`config.mk`:
```
export PLATFORM = sky130hd
export DESIGN_NAME = xmodem_packet_receiver
export DESIGN_NICKNAME = d
export VERILOG_FILES = /design/src/sv/xpr_pkg.sv /design/src/sv/xmodem_packet_receiver.sv /design/src/sv/xpr_front.sv /design/src/sv/xpr_queue.sv /design/src/sv/xpr_back.sv
export VERILOG_INCLUDE_DIRS = /design/src /design/src/sv
export SDC_FILE = /design/constraint.sdc
export NUM_CORES = 1
export LEC_CHECK = 0
export BUFFER_PORTS_ARGS = -buffer_cell sky130_fd_sc_hd__buf_4
export CORE_UTILIZATION = 54
export DETAILED_ROUTE_END_ITERATION = 16
export PLACE_DENSITY_LB_ADDON = 0.1
export SYNTH_ARGS = -nofsm -noshare
export SYNTH_HDL_FRONTEND = slang
export SYNTH_SLANG_ARGS = --single-unit
```
`constraint.sdc`:
```
create_clock -name clk -period 2.8 [get_ports clk]
set_clock_uncertainty 0.05 [all_clocks]
set_input_delay 0.14 -clock clk [delete_from_list [all_inputs] [get_ports clk]]
set_output_delay 0.14 -clock clk [all_outputs]
set_load 0.005 [all_outputs]
```
`src/sv/assert_macros.svh`:
```
// ----------------------------------------------------------------------------
// Assertion macros
// Shared concurrent assertion forms, clocked and reset-qualified.
// ----------------------------------------------------------------------------
`ifndef ASSERT_MACROS_SVH
`define ASSERT_MACROS_SVH

// generic property, disabled while reset is low
`define XPR_ASSERT(lbl, clk, rst_n, prop, msg) \
	lbl: assert property (@(posedge clk) disable iff (!rst_n) prop) \
		else $error(msg);

// same-cycle implication
`define XPR_ASSERT_IMP(lbl, clk, rst_n, ante, cons, msg) \
	`XPR_ASSERT(lbl, clk, rst_n, (ante) |-> (cons), msg)

// next-cycle implication
`define XPR_ASSERT_NXT(lbl, clk, rst_n, ante, cons, msg) \
	`XPR_ASSERT(lbl, clk, rst_n, (ante) |=> (cons), msg)

`endif

```
`src/sv/xpr_pkg.sv`:
```
// ----------------------------------------------------------------------------
// xpr_pkg
// Types, codes and the CRC-16 step shared by the XMODEM receiver.
// ----------------------------------------------------------------------------
package xpr_pkg;

	localparam logic [1:0] OP_BYTE     = 2'd0;
	localparam logic [1:0] OP_TIMEOUT  = 2'd1;
	localparam logic [1:0] OP_LINE_ERR = 2'd2;
	localparam logic [1:0] OP_START    = 2'd3;

	localparam logic [7:0] SYM_SOH = 8'h01;
	localparam logic [7:0] SYM_EOT = 8'h04;
	localparam logic [7:0] SYM_ACK = 8'h06;
	localparam logic [7:0] SYM_NAK = 8'h15;
	localparam logic [7:0] SYM_CRC = 8'h43;

	localparam logic [2:0] VERDICT_GOOD    = 3'd0;
	localparam logic [2:0] VERDICT_DUP     = 3'd1;
	localparam logic [2:0] VERDICT_END     = 3'd2;
	localparam logic [2:0] VERDICT_BAD     = 3'd3;
	localparam logic [2:0] VERDICT_LINE    = 3'd4;
	localparam logic [2:0] VERDICT_TIMEOUT = 3'd5;

	localparam logic [15:0] CRC_POLY = 16'h1021;
	localparam logic [8:0]  COMPL_SUM = 9'h0ff;

	localparam int QUEUE_DEPTH = 2;

	typedef struct packed {
		logic [1:0] op;
		logic [7:0] rx_byte;
	} item_t;

	typedef struct packed {
		logic       payload_valid;
		logic [7:0] payload_byte;
		logic [6:0] payload_index;
		logic       packet_done;
		logic [2:0] verdict;
		logic       reply_valid;
		logic [7:0] reply_code;
		logic [7:0] last_block;
	} result_t;

	typedef enum logic [1:0] {
		K_BYTE,
		K_TIMEOUT,
		K_LINE_ERR,
		K_START
	} kind_t;

	typedef struct packed {
		kind_t      kind;
		logic       is_soh;
		logic       is_eot;
		logic [7:0] rx_byte;
	} cmd_t;

	typedef enum logic [2:0] {
		PH_IDLE,
		PH_BLOCK,
		PH_COMPL,
		PH_PAYLOAD,
		PH_TRAIL_HI,
		PH_TRAIL_LO
	} phase_t;

	function automatic logic [15:0] crc16_byte(input logic [15:0] acc, input logic [7:0] b);
		logic [15:0] c;
		c = acc ^ {b, 8'h00};
		for (int k = 0; k < 8; k++) begin
			if (c[15]) begin
				c = {c[14:0], 1'b0} ^ CRC_POLY;
			end else begin
				c = {c[14:0], 1'b0};
			end
		end
		return c;
	endfunction

endpackage

```
`src/sv/xmodem_packet_receiver.sv`:
```
// ----------------------------------------------------------------------------
// xmodem_packet_receiver
// XMODEM receive framing: block, complement and CRC-16 or checksum checks.
//
// Input channel item_valid/item_ready carries one item_t per transaction:
// a received byte, a timeout, a line error or a transfer start. Every item
// yields exactly one result_t on result_valid/result_ready, in order:
// payload bytes with their index, verdicts with the ACK/NAK reply, and the
// 'C'/NAK reply on a start. cfg_valid/cfg_ready writes crc_mode; write it
// only while no transaction is in flight.
// The input register loads on the accepting edge, the command then enters
// the two-entry queue and after that the result register. With result_ready
// held high one item per cycle is sustained; the framing and CRC step for one
// byte is combinational in the back end, ahead of the result register.
// Reset clears framing, the block number and crc_mode (checksum mode).
// When result_ready is low the result register holds, the queue fills, and
// item_ready falls once the queue and input register are both occupied.
// ----------------------------------------------------------------------------
module xmodem_packet_receiver #(
	parameter int PAYLOAD_BYTES = 128
) (
	input  logic              clk,
	input  logic              arst_n,
	input  logic              item_valid,
	output logic              item_ready,
	input  xpr_pkg::item_t    item,
	output logic              result_valid,
	input  logic              result_ready,
	output xpr_pkg::result_t  result,
	input  logic              cfg_valid,
	output logic              cfg_ready,
	input  logic              cfg_data
);

	logic          crc_mode_q;
	logic          f_valid;
	logic          f_ready;
	xpr_pkg::cmd_t f_cmd;
	logic          b_valid;
	logic          b_ready;
	xpr_pkg::cmd_t b_cmd;

	assign cfg_ready = 1'b1;

	always_ff @(posedge clk or negedge arst_n) begin
		if (!arst_n) begin
			crc_mode_q <= 1'b0;
		end else if (cfg_valid && cfg_ready) begin
			crc_mode_q <= cfg_data;
		end
	end

	xpr_front u_front (
		.clk        (clk),
		.arst_n     (arst_n),
		.item_valid (item_valid),
		.item_ready (item_ready),
		.item       (item),
		.cmd_valid  (f_valid),
		.cmd_ready  (f_ready),
		.cmd        (f_cmd)
	);

	xpr_queue u_queue (
		.clk        (clk),
		.arst_n     (arst_n),
		.push_valid (f_valid),
		.push_ready (f_ready),
		.push_data  (f_cmd),
		.pop_valid  (b_valid),
		.pop_ready  (b_ready),
		.pop_data   (b_cmd)
	);

	xpr_back #(
		.PAYLOAD_BYTES (PAYLOAD_BYTES)
	) u_back (
		.clk          (clk),
		.arst_n       (arst_n),
		.crc_mode     (crc_mode_q),
		.cmd_valid    (b_valid),
		.cmd_ready    (b_ready),
		.cmd          (b_cmd),
		.result_valid (result_valid),
		.result_ready (result_ready),
		.result       (result)
	);

endmodule

```
`src/sv/xpr_front.sv`:
```
// ----------------------------------------------------------------------------
// xpr_front
// Input stage: takes items, classifies the operation and the framing byte.
// ----------------------------------------------------------------------------
module xpr_front (
	input  logic            clk,
	input  logic            arst_n,
	input  logic            item_valid,
	output logic            item_ready,
	input  xpr_pkg::item_t  item,
	output logic            cmd_valid,
	input  logic            cmd_ready,
	output xpr_pkg::cmd_t   cmd
);

	logic          valid_s1;
	xpr_pkg::cmd_t cmd_s1;
	xpr_pkg::cmd_t cls;

	always_comb begin
		cls.is_soh  = (item.rx_byte == xpr_pkg::SYM_SOH);
		cls.is_eot  = (item.rx_byte == xpr_pkg::SYM_EOT);
		cls.rx_byte = item.rx_byte;
		unique case (item.op)
			xpr_pkg::OP_BYTE:     cls.kind = xpr_pkg::K_BYTE;
			xpr_pkg::OP_TIMEOUT:  cls.kind = xpr_pkg::K_TIMEOUT;
			xpr_pkg::OP_LINE_ERR: cls.kind = xpr_pkg::K_LINE_ERR;
			xpr_pkg::OP_START:    cls.kind = xpr_pkg::K_START;
			default:              cls.kind = xpr_pkg::K_BYTE;
		endcase
	end

	assign item_ready = !valid_s1 || cmd_ready;
	assign cmd_valid  = valid_s1;
	assign cmd        = cmd_s1;

	always_ff @(posedge clk or negedge arst_n) begin
		if (!arst_n) begin
			valid_s1 <= 1'b0;
		end else if (item_ready) begin
			valid_s1 <= item_valid;
		end
	end

	always_ff @(posedge clk) begin
		if (item_valid && item_ready) begin
			cmd_s1 <= cls;
		end
	end

endmodule

```
`src/sv/xpr_queue.sv`:
```
// ----------------------------------------------------------------------------
// xpr_queue
// Short FIFO of classified commands between front and back.
// ----------------------------------------------------------------------------
`include "assert_macros.svh"

module xpr_queue (
	input  logic           clk,
	input  logic           arst_n,
	input  logic           push_valid,
	output logic           push_ready,
	input  xpr_pkg::cmd_t  push_data,
	output logic           pop_valid,
	input  logic           pop_ready,
	output xpr_pkg::cmd_t  pop_data
);

	localparam int PW = (xpr_pkg::QUEUE_DEPTH > 1) ? $clog2(xpr_pkg::QUEUE_DEPTH) : 1;
	localparam int CW = $clog2(xpr_pkg::QUEUE_DEPTH + 1);
	localparam logic [PW-1:0] LAST_PTR = PW'(xpr_pkg::QUEUE_DEPTH - 1);
	localparam logic [CW-1:0] FULL_CNT = CW'(xpr_pkg::QUEUE_DEPTH);

	xpr_pkg::cmd_t   slot_q [xpr_pkg::QUEUE_DEPTH];
	logic [PW-1:0]   wr_ptr_q;
	logic [PW-1:0]   rd_ptr_q;
	logic [CW-1:0]   count_q;
	logic            do_push;
	logic            do_pop;

	assign push_ready = (count_q != FULL_CNT);
	assign pop_valid  = (count_q != '0);
	assign pop_data   = slot_q[rd_ptr_q];
	assign do_push    = push_valid && push_ready;
	assign do_pop     = pop_valid && pop_ready;

	always_ff @(posedge clk or negedge arst_n) begin
		if (!arst_n) begin
			wr_ptr_q <= '0;
			rd_ptr_q <= '0;
			count_q  <= '0;
		end else begin
			if (do_push) begin
				wr_ptr_q <= (wr_ptr_q == LAST_PTR) ? '0 : wr_ptr_q + 1'b1;
			end
			if (do_pop) begin
				rd_ptr_q <= (rd_ptr_q == LAST_PTR) ? '0 : rd_ptr_q + 1'b1;
			end
			if (do_push && !do_pop) begin
				count_q <= count_q + 1'b1;
			end else if (do_pop && !do_push) begin
				count_q <= count_q - 1'b1;
			end
		end
	end

	always_ff @(posedge clk) begin
		if (do_push) begin
			slot_q[wr_ptr_q] <= push_data;
		end
	end

	`XPR_ASSERT(a_count_range, clk, arst_n, count_q <= FULL_CNT, "queue count out of range")

endmodule

```
`src/sv/xpr_back.sv`:
```
// ----------------------------------------------------------------------------
// xpr_back
// Framing state, block and trailer checks, verdicts and the result register.
// ----------------------------------------------------------------------------
`include "assert_macros.svh"

module xpr_back #(
	parameter int PAYLOAD_BYTES = 128
) (
	input  logic              clk,
	input  logic              arst_n,
	input  logic              crc_mode,
	input  logic              cmd_valid,
	output logic              cmd_ready,
	input  xpr_pkg::cmd_t     cmd,
	output logic              result_valid,
	input  logic              result_ready,
	output xpr_pkg::result_t  result
);

	localparam int CW = $clog2(PAYLOAD_BYTES);
	localparam logic [CW-1:0] LAST_IDX = CW'(PAYLOAD_BYTES - 1);

	xpr_pkg::phase_t  phase_q, phase_d;
	logic [CW-1:0]    cnt_q, cnt_d;
	logic [7:0]       good_q, good_d;
	logic [7:0]       block_q, block_d;
	logic [7:0]       compl_q, compl_d;
	logic [15:0]      crc_q, crc_d;
	logic [7:0]       sum_q, sum_d;
	logic [7:0]       trail_hi_q, trail_hi_d;
	logic             err_q, err_d;
	logic             out_valid_q;
	xpr_pkg::result_t out_q;
	xpr_pkg::result_t res;

	logic             fire;
	logic             pay_last;
	logic [7:0]       good_inc;
	logic [8:0]       compl_sum;
	logic             trail_ok;
	logic [2:0]       judged;
	logic             v_en;
	logic [2:0]       v_sel;

	assign cmd_ready    = !out_valid_q || result_ready;
	assign fire         = cmd_valid && cmd_ready;
	assign pay_last     = (cnt_q == LAST_IDX);
	assign result_valid = out_valid_q;
	assign result       = out_q;

	assign good_inc  = good_q + 8'd1;
	assign compl_sum = {1'b0, block_q} + {1'b0, compl_q};
	assign trail_ok  = crc_mode ?
		((trail_hi_q == crc_q[15:8]) && (cmd.rx_byte == crc_q[7:0])) :
		(cmd.rx_byte == sum_q);

	always_comb begin
		if (err_q) begin
			judged = xpr_pkg::VERDICT_LINE;
		end else if (block_q == good_inc) begin
			judged = ((compl_sum == xpr_pkg::COMPL_SUM) && trail_ok) ?
				xpr_pkg::VERDICT_GOOD : xpr_pkg::VERDICT_BAD;
		end else if (block_q == good_q) begin
			judged = xpr_pkg::VERDICT_DUP;
		end else begin
			judged = xpr_pkg::VERDICT_BAD;
		end
	end

	// next state
	always_comb begin
		phase_d = phase_q;
		if (fire) begin
			unique case (cmd.kind)
				xpr_pkg::K_START, xpr_pkg::K_TIMEOUT: phase_d = xpr_pkg::PH_IDLE;
				xpr_pkg::K_LINE_ERR:                  phase_d = phase_q;
				xpr_pkg::K_BYTE: begin
					unique case (phase_q)
						xpr_pkg::PH_IDLE:     phase_d = cmd.is_soh ? xpr_pkg::PH_BLOCK :
							xpr_pkg::PH_IDLE;
						xpr_pkg::PH_BLOCK:    phase_d = xpr_pkg::PH_COMPL;
						xpr_pkg::PH_COMPL:    phase_d = xpr_pkg::PH_PAYLOAD;
						xpr_pkg::PH_PAYLOAD:  phase_d = pay_last ? xpr_pkg::PH_TRAIL_HI :
							xpr_pkg::PH_PAYLOAD;
						xpr_pkg::PH_TRAIL_HI: phase_d = crc_mode ? xpr_pkg::PH_TRAIL_LO :
							xpr_pkg::PH_IDLE;
						xpr_pkg::PH_TRAIL_LO: phase_d = xpr_pkg::PH_IDLE;
						default:              phase_d = xpr_pkg::PH_IDLE;
					endcase
				end
				default: phase_d = xpr_pkg::PH_IDLE;
			endcase
		end
	end

	// outputs and datapath
	always_comb begin
		res        = '0;
		cnt_d      = cnt_q;
		good_d     = good_q;
		block_d    = block_q;
		compl_d    = compl_q;
		crc_d      = crc_q;
		sum_d      = sum_q;
		trail_hi_d = trail_hi_q;
		err_d      = err_q;
		v_en       = 1'b0;
		v_sel      = xpr_pkg::VERDICT_GOOD;
		unique case (cmd.kind)
			xpr_pkg::K_START: begin
				good_d          = '0;
				err_d           = 1'b0;
				res.reply_valid = 1'b1;
				res.reply_code  = crc_mode ? xpr_pkg::SYM_CRC : xpr_pkg::SYM_NAK;
			end
			xpr_pkg::K_LINE_ERR: begin
				err_d = 1'b1;
			end
			xpr_pkg::K_TIMEOUT: begin
				v_en  = 1'b1;
				v_sel = xpr_pkg::VERDICT_TIMEOUT;
			end
			xpr_pkg::K_BYTE: begin
				unique case (phase_q)
					xpr_pkg::PH_IDLE: begin
						if (cmd.is_soh) begin
							crc_d = '0;
							sum_d = '0;
						end else begin
							v_en = 1'b1;
							if (err_q) begin
								v_sel = xpr_pkg::VERDICT_LINE;
							end else if (cmd.is_eot) begin
								v_sel = xpr_pkg::VERDICT_END;
							end else begin
								v_sel = xpr_pkg::VERDICT_BAD;
							end
						end
					end
					xpr_pkg::PH_BLOCK: begin
						block_d = cmd.rx_byte;
					end
					xpr_pkg::PH_COMPL: begin
						compl_d = cmd.rx_byte;
						cnt_d   = '0;
					end
					xpr_pkg::PH_PAYLOAD: begin
						res.payload_valid = 1'b1;
						res.payload_byte  = cmd.rx_byte;
						res.payload_index = cnt_q[6:0];
						crc_d             = xpr_pkg::crc16_byte(crc_q, cmd.rx_byte);
						sum_d             = sum_q + cmd.rx_byte;
						cnt_d             = cnt_q + 1'b1;
					end
					xpr_pkg::PH_TRAIL_HI: begin
						if (crc_mode) begin
							trail_hi_d = cmd.rx_byte;
						end else begin
							v_en  = 1'b1;
							v_sel = judged;
						end
					end
					xpr_pkg::PH_TRAIL_LO: begin
						v_en  = 1'b1;
						v_sel = judged;
					end
					default: ;
				endcase
			end
			default: ;
		endcase
		if (v_en) begin
			res.packet_done = 1'b1;
			res.verdict     = v_sel;
			res.reply_valid = 1'b1;
			res.reply_code  = (v_sel == xpr_pkg::VERDICT_GOOD || v_sel == xpr_pkg::VERDICT_DUP ||
				v_sel == xpr_pkg::VERDICT_END) ? xpr_pkg::SYM_ACK : xpr_pkg::SYM_NAK;
			err_d           = 1'b0;
			if (v_sel == xpr_pkg::VERDICT_GOOD) begin
				good_d = good_inc;
			end
		end
		res.last_block = good_d;
	end

	always_ff @(posedge clk or negedge arst_n) begin
		if (!arst_n) begin
			phase_q     <= xpr_pkg::PH_IDLE;
			cnt_q       <= '0;
			good_q      <= '0;
			block_q     <= '0;
			compl_q     <= '0;
			crc_q       <= '0;
			sum_q       <= '0;
			trail_hi_q  <= '0;
			err_q       <= 1'b0;
			out_valid_q <= 1'b0;
		end else begin
			if (fire) begin
				phase_q    <= phase_d;
				cnt_q      <= cnt_d;
				good_q     <= good_d;
				block_q    <= block_d;
				compl_q    <= compl_d;
				crc_q      <= crc_d;
				sum_q      <= sum_d;
				trail_hi_q <= trail_hi_d;
				err_q      <= err_d;
			end
			if (cmd_ready) begin
				out_valid_q <= cmd_valid;
			end
		end
	end

	always_ff @(posedge clk) begin
		if (fire) begin
			out_q <= res;
		end
	end

	`XPR_ASSERT_IMP(a_done_replies, clk, arst_n, out_valid_q && out_q.packet_done, out_q.reply_valid, "verdict without reply")
	`XPR_ASSERT_IMP(a_payload_no_done, clk, arst_n, out_valid_q && out_q.payload_valid, !out_q.packet_done, "payload byte carries a verdict")
	`XPR_ASSERT_NXT(a_timeout_idle, clk, arst_n, fire && cmd.kind == xpr_pkg::K_TIMEOUT, phase_q == xpr_pkg::PH_IDLE, "timeout left framing open")

endmodule
```
==> results of run 1 <==
[kinds of logic (layout without fill, tap and decap cells)]
family / count (synthesis) / in the layout / share of synthesized area
other: 2 / 4 / 0.001028
adder cells (fa/ha/maj): 20 / 20 / 0.03633
AO/OA/AOI/OAI: 144 / 144 / 0.1235
AND/OR/NAND/NOR: 227 / 227 / 0.1537
multiplexers: 13 / 13 / 0.02947
flip-flops: 144 / 144 / 0.5415
XOR/XNOR: 64 / 64 / 0.07677
buffers and inverters: 62 / 198 / 0.03770
[metal layers]
metal / track usage / vias to the layer above / wire [um]
met1: 0.3301 / 2659 / 7409
met5: 0 / - / 0
met3: 0.05261 / 48 / 867
li1: - / 2633 / -
met4: 0.1322 / 0 / 614
met2: 0.4426 / 192 / 8814
[metrics by stage]
step             util  area, um2  std cells
6_report       0.7100       9365        990
5_1_grt        0.7100       9365        990
4_1_cts        0.6965       9186        986
3_5_place_dp   0.6267       8267        932
3_3_place_gp   0.6267       8267        932
2_1_floorplan       -       7355        678
[cell type report]
| cell class | count | area, um2 |
|---|---|---|
| Clock buffer | 18 | 429.2 |
| Clock inverter | 14 | 117.6 |
| Fill cell | 948 | 3825 |
| Inverter | 30 | 112.6 |
| Multi-Input combinational cell | 472 | 3410 |
| Sequential cell | 144 | 3954 |
| Tap cell | 176 | 220.2 |
| Timing Repair Buffer | 136 | 1122 |
[worst paths after layout]
path	slack [ps]	cells past startpoint	endpoint
max in group asynchronous	1680	2	u_back.sum_q[4]$_DFFE_PN0P_
worst min register to register	390	0	u_queue.slot_q[1][10]$_DFFE_PP_
worst max register to register	-40	13	u_back.good_q[4]$_DFFE_PN0P_
worst max-delay path	-40	13	u_back.good_q[4]$_DFFE_PN0P_
min in group clk	390	2	u_front.cmd[10]$_DFFE_PP_
worst min-delay path	380	2	u_back.block_q[5]$_DFFE_PN0P_
[power by group]
| group | leakage, nW | total, mW | switching, mW | internal, mW |
|---|---|---|---|---|
| Combinational | 1.99 | 4.10 | 2.19 | 1.91 |
| Clock | 0.268 | 2.10 | 0.878 | 1.22 |
| Sequential | 1.68 | 3.18 | 0.328 | 2.86 |
[worst max-delay path, cell delays in order, from the launching register on]
cell     delay, ps
dfrtp_1        390
buf_12         160
mux2i_4        320
inv_2           80
ha_4           230
nor4_4         210
nand2_2        110
o21ai_2        160
a31oi_2         80
nor3_4         260
nand4_2        120
buf_6          170
a21oi_4        240
o22ai_2        130
[flip-flops by register name (all words and copies together) (netlist names), 8 cells and up]
| signal | flops |
|---|---|
| u_back.good_q | 8 |
| u_back.trail_hi_q | 8 |
| u_queue.slot_q | 24 |
| u_back.block_q | 8 |
| u_back.result | 34 |
| u_back.sum_q | 8 |
| u_back.crc_q | 16 |
| u_front.cmd | 12 |
| u_back.compl_q | 8 |
[repair_timing]
action,4_1_cts,5_1_grt
endpoints found under the hold margin,89,0
buffers inserted,8,4
setup endpoints to repair,21,23
cloned,0,0
pin swaps,13,10
hold buffers,15,0
resized for setup,31,30
[cells in the final DEF (no fill, tap or decap), types with 4 or more instances in the layout]
cell type and count:
a21oi_2 4, o21ai_1 10, buf_4 111, o21ai_0 50, nor4_1 4, clkbuf_16 17, and3_1 6, dfrtp_1 74
buf_6 7, and2_1 9, nor2_1 62, nand2_1 68, dlygate4sd3_1 15, ha_4 7, nand3_1 12, clkinv_2 5
nand2b_1 10, edfxtp_1 70, xnor2_1 41, xor2_1 19, inv_1 23, o22ai_1 6, mux2i_4 7, a21oi_1 21
nand4_1 5, o21bai_1 4, a22o_1 8, conb_1 4, xnor2_2 4, a31oi_1 6, inv_2 7, a21o_1 6
o211ai_1 7, nor2_2 5, nor3_1 12, ha_1 10
==> results.tsv, run 1 <==
stage	metric	value	unit
yosys	top post-synthesis cells by count	74 x dfrtp_1, 70 x edfxtp_1, 69 x nand2_1, 66 x nor2_1, 53 x o21ai_0	
cells_and_area	synthesis-to-finish area growth	28.26	%
yosys	Mapped Area	7302	um2
worst_setup_path	Setup crit start kind	register	
yosys	post-synth cell types	65	
timing	crit share post-route	1.013	
yosys	Synth warnings	0	
yosys	area share of the largest cell type after synthesis	0.2879	
worst_setup_path	Worst EP required	3040	ps
clock_network	Sink Count	144	
yosys	sequential cell area fraction in the yosys report	0.5415	
routing	initial DRC count	362	
timing	crit path time final	2836	ps
status	status	finished with violations	
grt	Total GRT Usage	0.2656	
timing	RSZ-0062 raised after global routing	yes	
routing	# DRC	0	
clock_network	CTS clock-pin slew for the worst setup and hold paths	60	ps
worst_setup_path	CP endpoint kind	register	
cells_and_area	diode count	0	
placement	pre-CTS setup slack	-217.3	ps
clock_network	H-tree depth	4	
yosys	Synth Area per Inst	10.80	um2
run	maxcap violations	0	
worst_setup_path	CP max FO	7	
routing	Routed WL	17.71	mm
clock_network	worst skew pair latency	420	ps
timing	Slew Limit Fails	0	
pwr	Max VDD drop	0.7058	mV
yosys	Mapped Cells	676	
yosys	Most used DFF post-synth	dfrtp_1	
floorplan	Core ar.	13190	um2
timing	post-route setup TNS	-119.6	ps
floorplan	Starting Density	0.5536	
grt	initial antenna violation count	0	
worst_setup_path	Critical R2R Launch	u_queue.rd_ptr_q$_DFFE_PN0P_	
grt	GRT overflow	0	
grt	largest net degree at the start of global routing	75	
routing	antenna-violating nets left	0	
timing	Tightest Pin Transition	995.4	ps
pwr	Power Density	1001	nW/um2
pwr	Pleak	3.938	nW
floorplan	io pins	56	
yosys	Synth Register Bits	144	
hold_path	Worst Hold Class	in -> async	
yosys	Synth area leaders	edfxtp_1 29%, dfrtp_1 25%, xnor2_1 5.4%, o21ai_0 3.6%, nand2_1 3.5%	
clock_network	CTS tree	yes	
clock_network	Max Root-Sink Buffers	2	
cells_and_area	layout cell share with drive strength beyond 1	0.2752	
timing	Final WS setup	-36.13	ps
yosys	fraction of registers with async set/reset	0.5139	
placement	# port buffers	51	
grt	first-pass GRT wire length	28.32	mm
timing	Hold WS	377.5	ps
yosys	biggest area consumer among synthesized cells	edfxtp_1	
yosys	count leader, synth	dfrtp_1	
grt	vias in the first global route	5661	
clock_network	CTS buffer count	17	
timing	Final Hold Viols	0	
routing	TritonRoute pass-1 iters	6	
worst_setup_path	Data arrival, critical path	3080	ps
timing	Setup Viol. Count Final	8	
worst_setup_path	WS Path Type	reg -> reg	
clock_network	root buffer cell	clkbuf_16	
cells_and_area	Nets	837	
floorplan	die area	13990	um2
worst_setup_path	CP Launch Point	u_queue.rd_ptr_q$_DFFE_PN0P_	
floorplan	site row count	42	
placement	hpwl dp	12.13	mm
status	failing checks	setup timing	
routing	vias post-DR	5532	
timing	slew margin rel.	0.3364	
yosys	EDFF count, synth	70	
pwr	total power	9.376	mW
timing	Peak Freq	352.6	MHz
routing	Wirelength per Cell	17.88	um
routing	via/cell ratio	5.588	
floorplan	Die H	118.3	um
placement	GPL Wtd Cong	0.8813	
floorplan	die width	118.3	um
No activity file was read; power rests on OpenSTA's default activity.
==> inputs of run 2 (changes only) <==
--- a/config.mk
+++ b/config.mk
@@ -6,9 +6,12 @@
 export SDC_FILE = /design/constraint.sdc
 export NUM_CORES = 1
 export LEC_CHECK = 0
+export ABC_CLOCK_PERIOD_IN_PS = 2800
 export BUFFER_PORTS_ARGS = -buffer_cell sky130_fd_sc_hd__buf_4
 export CORE_UTILIZATION = 54
+export CTS_BUF_LIST = sky130_fd_sc_hd__clkbuf_16
 export DETAILED_ROUTE_END_ITERATION = 16
+export MAX_ROUTING_LAYER = met4
 export PLACE_DENSITY_LB_ADDON = 0.1
 export SYNTH_ARGS = -nofsm -noshare
 export SYNTH_HDL_FRONTEND = slang
==> run 2 against run 1 <==
Effect of this change:
- the run still ends with setup timing left
- utilization decreased by 0.87 points
- wire length is 0.14% lower
- global-route usage is 0.64 points higher
- setup slack got worse by 110 ps
- die area unchanged
- via count fell by 0.18%
- clock power grew 7%
- first-iteration DRC count rose by 23%
- critical path type unchanged
==> results.tsv, run 2 (synthesized netlist as in run 1, its figures left out) <==
stage	metric	value	unit
floorplan	io pins	56	
placement	GPL Wtd Cong	0.9633	
grt	Total GRT Usage	0.2720	
status	failing checks	setup timing	
timing	Final WS setup	-150.7	ps
clock_network	Max Root-Sink Buffers	2	
routing	TritonRoute pass-1 iters	5	
cells_and_area	diode count	0	
grt	initial antenna violation count	0	
cells_and_area	most common library cell in the layout ignoring fill and taps	buf_4	
cells_and_area	max FFs per register	34	
timing	Tightest Pin Transition	994.6	ps
worst_setup_path	Setup crit start kind	register	
clock_network	worst skew pair latency	430	ps
clock_network	Sink Count	144	
timing	Hold WS	376.6	ps
worst_setup_path	Data arrival, critical path	3180	ps
routing	antenna-violating nets left	0	
clock_network	CTS tree	yes	
run	maxcap violations	0	
status	status	finished with violations	
floorplan	site row count	42	
clock_network	H-tree depth	4	
grt	largest net degree at the start of global routing	75	
cells_and_area	layout cell share with drive strength beyond 1	0.2497	
worst_setup_path	Worst EP required	3030	ps
routing	Wirelength per Cell	17.95	um
worst_setup_path	worst r2r path cells	16	
timing	RSZ-0062 raised after global routing	yes	
clock_network	CTS clock-pin slew for the worst setup and hold paths	60	ps
timing	Peak Freq	338.9	MHz
cells_and_area	Nets	832	
routing	initial DRC count	447	
worst_setup_path	CP max FO	8	
placement	# port buffers	51	
routing	# DRC	0	
cells_and_area	synthesis-to-finish area growth	26.68	%
cells_and_area	fill cell count	961	
floorplan	die width	118.3	um
pwr	Max VDD drop	0.7706	mV
worst_setup_path	WS Path Type	reg -> reg	
placement	hpwl dp	12.24	mm
grt	vias in the first global route	5517	
timing	slew margin rel.	0.3370	
routing	Routed WL	17.68	mm
timing	Setup Viol. Count Final	19	
timing	crit path time final	2951	ps
grt	first-pass GRT wire length	28.21	mm
routing	via/cell ratio	5.606	
timing	post-route setup TNS	-2054	ps
clock_network	CTS buffer count	17	
routing	vias post-DR	5522	
timing	Slew Limit Fails	0	
cells_and_area	most frequent cells in the layout	108 x buf_4, 74 x dfrtp_1, 70 x edfxtp_1	
timing	crit share post-route	1.054	
grt	GRT overflow	0	
timing	Final Hold Viols	0	
clock_network	root buffer cell	clkbuf_16	
floorplan	die area	13990	um2
hold_path	Worst Hold Class	in -> async	
floorplan	Die H	118.3	um
floorplan	Starting Density	0.5536	
pwr	Power Density	1014	nW/um2
floorplan	Core ar.	13190	um2
pwr	Pleak	3.931	nW
worst_setup_path	CP endpoint kind	register	
run 2: area by class of cell:
type	instances	area [um2]	share of cell area
Clock buffer	17	425.4	0.04599
Clock inverter	15	161.4	0.01745
Inverter	30	112.6	0.01217
Multi-Input combinational cell	472	3296	0.3563
Sequential cell	144	3954	0.4274
Tap cell	176	220.2	0.02381
Timing Repair Buffer	131	1081	0.1169
run 2: metrics by stage:
| step | util | total power, mW | std cells | area [um2] | setup WS (ps) |
|---|---|---|---|---|---|
| 2_1_floorplan | - | 5.311 | 678 | 7355 | 1.379 |
| 3_3_place_gp | 0.6245 | 6.648 | 928 | 8237 | -60.88 |
| 3_5_place_dp | 0.6245 | 6.724 | 928 | 8237 | -148.9 |
| 4_1_cts | 0.6900 | 9.186 | 981 | 9101 | -80.72 |
| 5_1_grt | 0.7013 | 9.879 | 985 | 9250 | -275.8 |
| 6_report | 0.7013 | 9.380 | 985 | 9250 | -150.7 |
run 2: metal layers:
metal,wire length [um],global-route usage,vias up,part of all wire
met5,0,-,-,0
li1,-,-,2624,-
met3,858,0.06274,45,0.049
met4,539,0.1274,0,0.030
met1,7483,0.3308,2690,0.42
met2,8798,0.4309,163,0.50
run 2: path summary, 6_finish.rpt:
path,from,end,slack [ps]
min in group clk,item[9],u_front.cmd[11]$_DFFE_PP_,390
worst max-delay path,u_queue.rd_ptr_q$_DFFE_PN0P_,u_back.result[7]$_DFFE_PP_,-150
max in group asynchronous,arst_n,u_back.good_q[5]$_DFFE_PN0P_,1690
worst max register to register,u_queue.rd_ptr_q$_DFFE_PN0P_,u_back.result[7]$_DFFE_PP_,-150
worst min-delay path,arst_n,u_back.cnt_q[2]$_DFFE_PN0P_,380
worst min register to register,u_front.cmd[8]$_DFFE_PP_,u_queue.slot_q[0][8]$_DFFE_PP_,390
run 2: repair_timing:
action                                  CTS  global route
setup buffers                             6             4
hold buffers                             15             0
resized for setup                        18            21
endpoints found under the setup margin   17            22
endpoints found under the hold margin    89             0
pin swaps                                13            13
run 2: critical path: stages (launching register included):
cell and delay (ps):
dfrtp_1 410, buf_12 150, buf_8 120, buf_12 120, buf_6 110, mux2i_4 170, inv_2 70, ha_4 250
nor4_4 150, nand2_2 110, nor2_2 140, a311oi_2 70, buf_4 180, nor4_4 290, buf_6 190, o211ai_1 110
o21ai_1 110
run 2: where the power goes:
group	leakage, nW	total (mW)	switching (mW)	internal (mW)
sequential	1.68	3.19	0.329	2.86
clock	0.298	2.24	0.918	1.33
combinational	1.95	3.95	2.11	1.84
==> inputs of run 3 (changes only) <==
--- a/config.mk
+++ b/config.mk
@@ -9,7 +9,6 @@
 export ABC_CLOCK_PERIOD_IN_PS = 2800
 export BUFFER_PORTS_ARGS = -buffer_cell sky130_fd_sc_hd__buf_4
 export CORE_UTILIZATION = 54
-export CTS_BUF_LIST = sky130_fd_sc_hd__clkbuf_16
 export DETAILED_ROUTE_END_ITERATION = 16
 export MAX_ROUTING_LAYER = met4
 export PLACE_DENSITY_LB_ADDON = 0.1
==> run 3 against run 2 <==
Effect of this change:
- the run still ends with setup timing left
- largest cell class unchanged
- critical endpoint unchanged
- combinational power barely moved
- sequential cell count did not move
- clock power barely moved
- final cell count did not move
- critical path type unchanged
==> results.tsv, run 3 (synthesized netlist as in run 1, its figures left out) <==
stage	metric	value	unit
status	status	finished with violations	
status	failing checks	setup timing	
cells_and_area	max FFs per register	34	
pwr	Power Density	1015	nW/um2
cells_and_area	synthesis-to-finish area growth	26.68	%
hold_path	Worst Hold Class	in -> async	
worst_setup_path	WS Path Type	reg -> reg	
pwr	P_sw	3.361	mW
grt	GRT overflow	0	
timing	slew margin rel.	0.3362	
run	maxcap violations	0	
timing	Final Hold Viols	0	
floorplan	Core ar.	13190	um2
grt	first-pass GRT wire length	28.21	mm
grt	vias in the first global route	5517	
clock_network	root buffer cell	clkbuf_16	
worst_setup_path	Worst EP required	3030	ps
timing	Final WS setup	-152.2	ps
timing	RSZ-0062 raised after global routing	yes	
cells_and_area	layout cell share with drive strength beyond 1	0.2497	
floorplan	site row count	42	
clock_network	CTS buffer count	17	
timing	Tightest Pin Transition	995.7	ps
routing	antenna-violating nets left	0	
routing	TritonRoute pass-1 iters	5	
routing	via/cell ratio	5.600	
grt	Total GRT Usage	0.2720	
routing	initial DRC count	446	
timing	crit share post-route	1.054	
routing	# DRC	0	
floorplan	die width	118.3	um
worst_setup_path	CP max FO	8	
cells_and_area	Nets	832	
clock_network	Max Root-Sink Buffers	2	
placement	# port buffers	51	
floorplan	die area	13990	um2
worst_setup_path	Data arrival, critical path	3180	ps
grt	initial antenna violation count	0	
routing	Wirelength per Cell	17.95	um
clock_network	CTS clock-pin slew for the worst setup and hold paths	60	ps
routing	Routed WL	17.68	mm
placement	GPL Wtd Cong	0.9633	
grt	largest net degree at the start of global routing	75	
floorplan	Starting Density	0.5536	
timing	crit path time final	2952	ps
pwr	internal power	6.026	mW
clock_network	worst skew pair latency	430	ps
cells_and_area	most common library cell in the layout ignoring fill and taps	buf_4	
worst_setup_path	CP Launch Point	u_queue.rd_ptr_q$_DFFE_PN0P_	
routing	vias post-DR	5516	
clock_network	CTS tree	yes	
pwr	total power	9.387	mW
timing	Hold WS	369.6	ps
pwr	Pleak	3.922	nW
clock_network	Sink Count	144	
floorplan	io pins	56	
cells_and_area	diode count	0	
pwr	switching share of power	0.3581	
worst_setup_path	Setup crit start kind	register	
pwr	Flop pwr share	0.339	
floorplan	Die H	118.3	um
pwr	share of total power in combinational logic	0.421	
timing	Setup Viol. Count Final	19	
placement	hpwl dp	12.24	mm
timing	Slew Limit Fails	0	
timing	Peak Freq	338.7	MHz
pwr	Clk network pwr share	0.240	
pwr	Max VDD drop	0.7696	mV
worst_setup_path	Critical R2R Launch	u_queue.rd_ptr_q$_DFFE_PN0P_	
cells_and_area	most frequent cells in the layout	108 x buf_4, 74 x dfrtp_1, 70 x edfxtp_1	
worst_setup_path	CP endpoint kind	register	
clock_network	H-tree depth	4	
run 3: worst paths after layout:
check                                                 end  cells past startpoint  slack [ps]
setup / recovery               u_back.result[7]$_DFFE_PP_                     16        -150
setup reg to reg               u_back.result[7]$_DFFE_PP_                     16        -150
hold reg to reg            u_queue.slot_q[1][5]$_DFFE_PP_                      0         400
min in group clk                u_front.cmd[11]$_DFFE_PP_                      2         390
max in group asynchronous    u_back.good_q[5]$_DFFE_PN0P_                      2        1690
hold / removal                u_back.cnt_q[5]$_DFFE_PN0P_                      2         370
run 3: critical path: stages, from the launching register on:
cell	delay, ps
dfrtp_1	410
buf_12	150
buf_8	120
buf_12	120
buf_6	110
mux2i_4	170
inv_2	70
ha_4	250
nor4_4	150
nand2_2	110
nor2_2	140
a311oi_2	70
buf_4	180
nor4_4	290
buf_6	190
o211ai_1	110
o21ai_1	110
run 3: power groups by stage:
stage               Clock (mW)  Combinational (mW)  Sequential, mW
floorplan                    0                2.16            3.15
global placement             0                3.45            3.20
detailed placement           0                3.51            3.22
CTS                       2.28                3.73            3.18
global route              2.37                4.28            3.24
finish                    2.25                3.95            3.19
run 3: final cells by class:
| cell class | count | area, um2 |
|---|---|---|
| multi-input cells | 472 | 3296 |
| clock inverters | 13 | 153.9 |
| fillers | 961 | 3940 |
| clock buffers | 19 | 432.9 |
| flip-flops and latches | 144 | 3954 |
| well taps | 176 | 220.2 |
| repair buffers | 131 | 1081 |
| inverters | 30 | 112.6 |
run 3: per-stage QoR:
stage | area (um2) | std cells | setup WS [ps] | util | TNS, ps
after floorplan | 7355 | 678 | 1.379 | - | 0
after global placement | 8237 | 928 | -60.88 | 0.6245 | -731.8
after global routing | 9250 | 985 | -275.8 | 0.7013 | -4579
final | 9250 | 985 | -152.2 | 0.7013 | -2106
after CTS | 9101 | 981 | -80.72 | 0.6900 | -366.9
after detailed placement | 8237 | 928 | -148.9 | 0.6245 | -2060
run 3: per-layer routing:
metal  up-vias  track usage  wire length, um
met1      2681       0.3308             7408
met4         0       0.1274              557
met2       167       0.4309             8817
li1       2622            -                -
met5         -            -                0
met3        46      0.06274              896
run 3: timing repair:
action,in CTS,in global routing
endpoints found under the hold margin,89,0
endpoints found under the setup margin,17,22
gates resized for setup,18,21
hold buffers,15,0
setup buffers,6,4
gates cloned,0,0
pin swaps,13,13
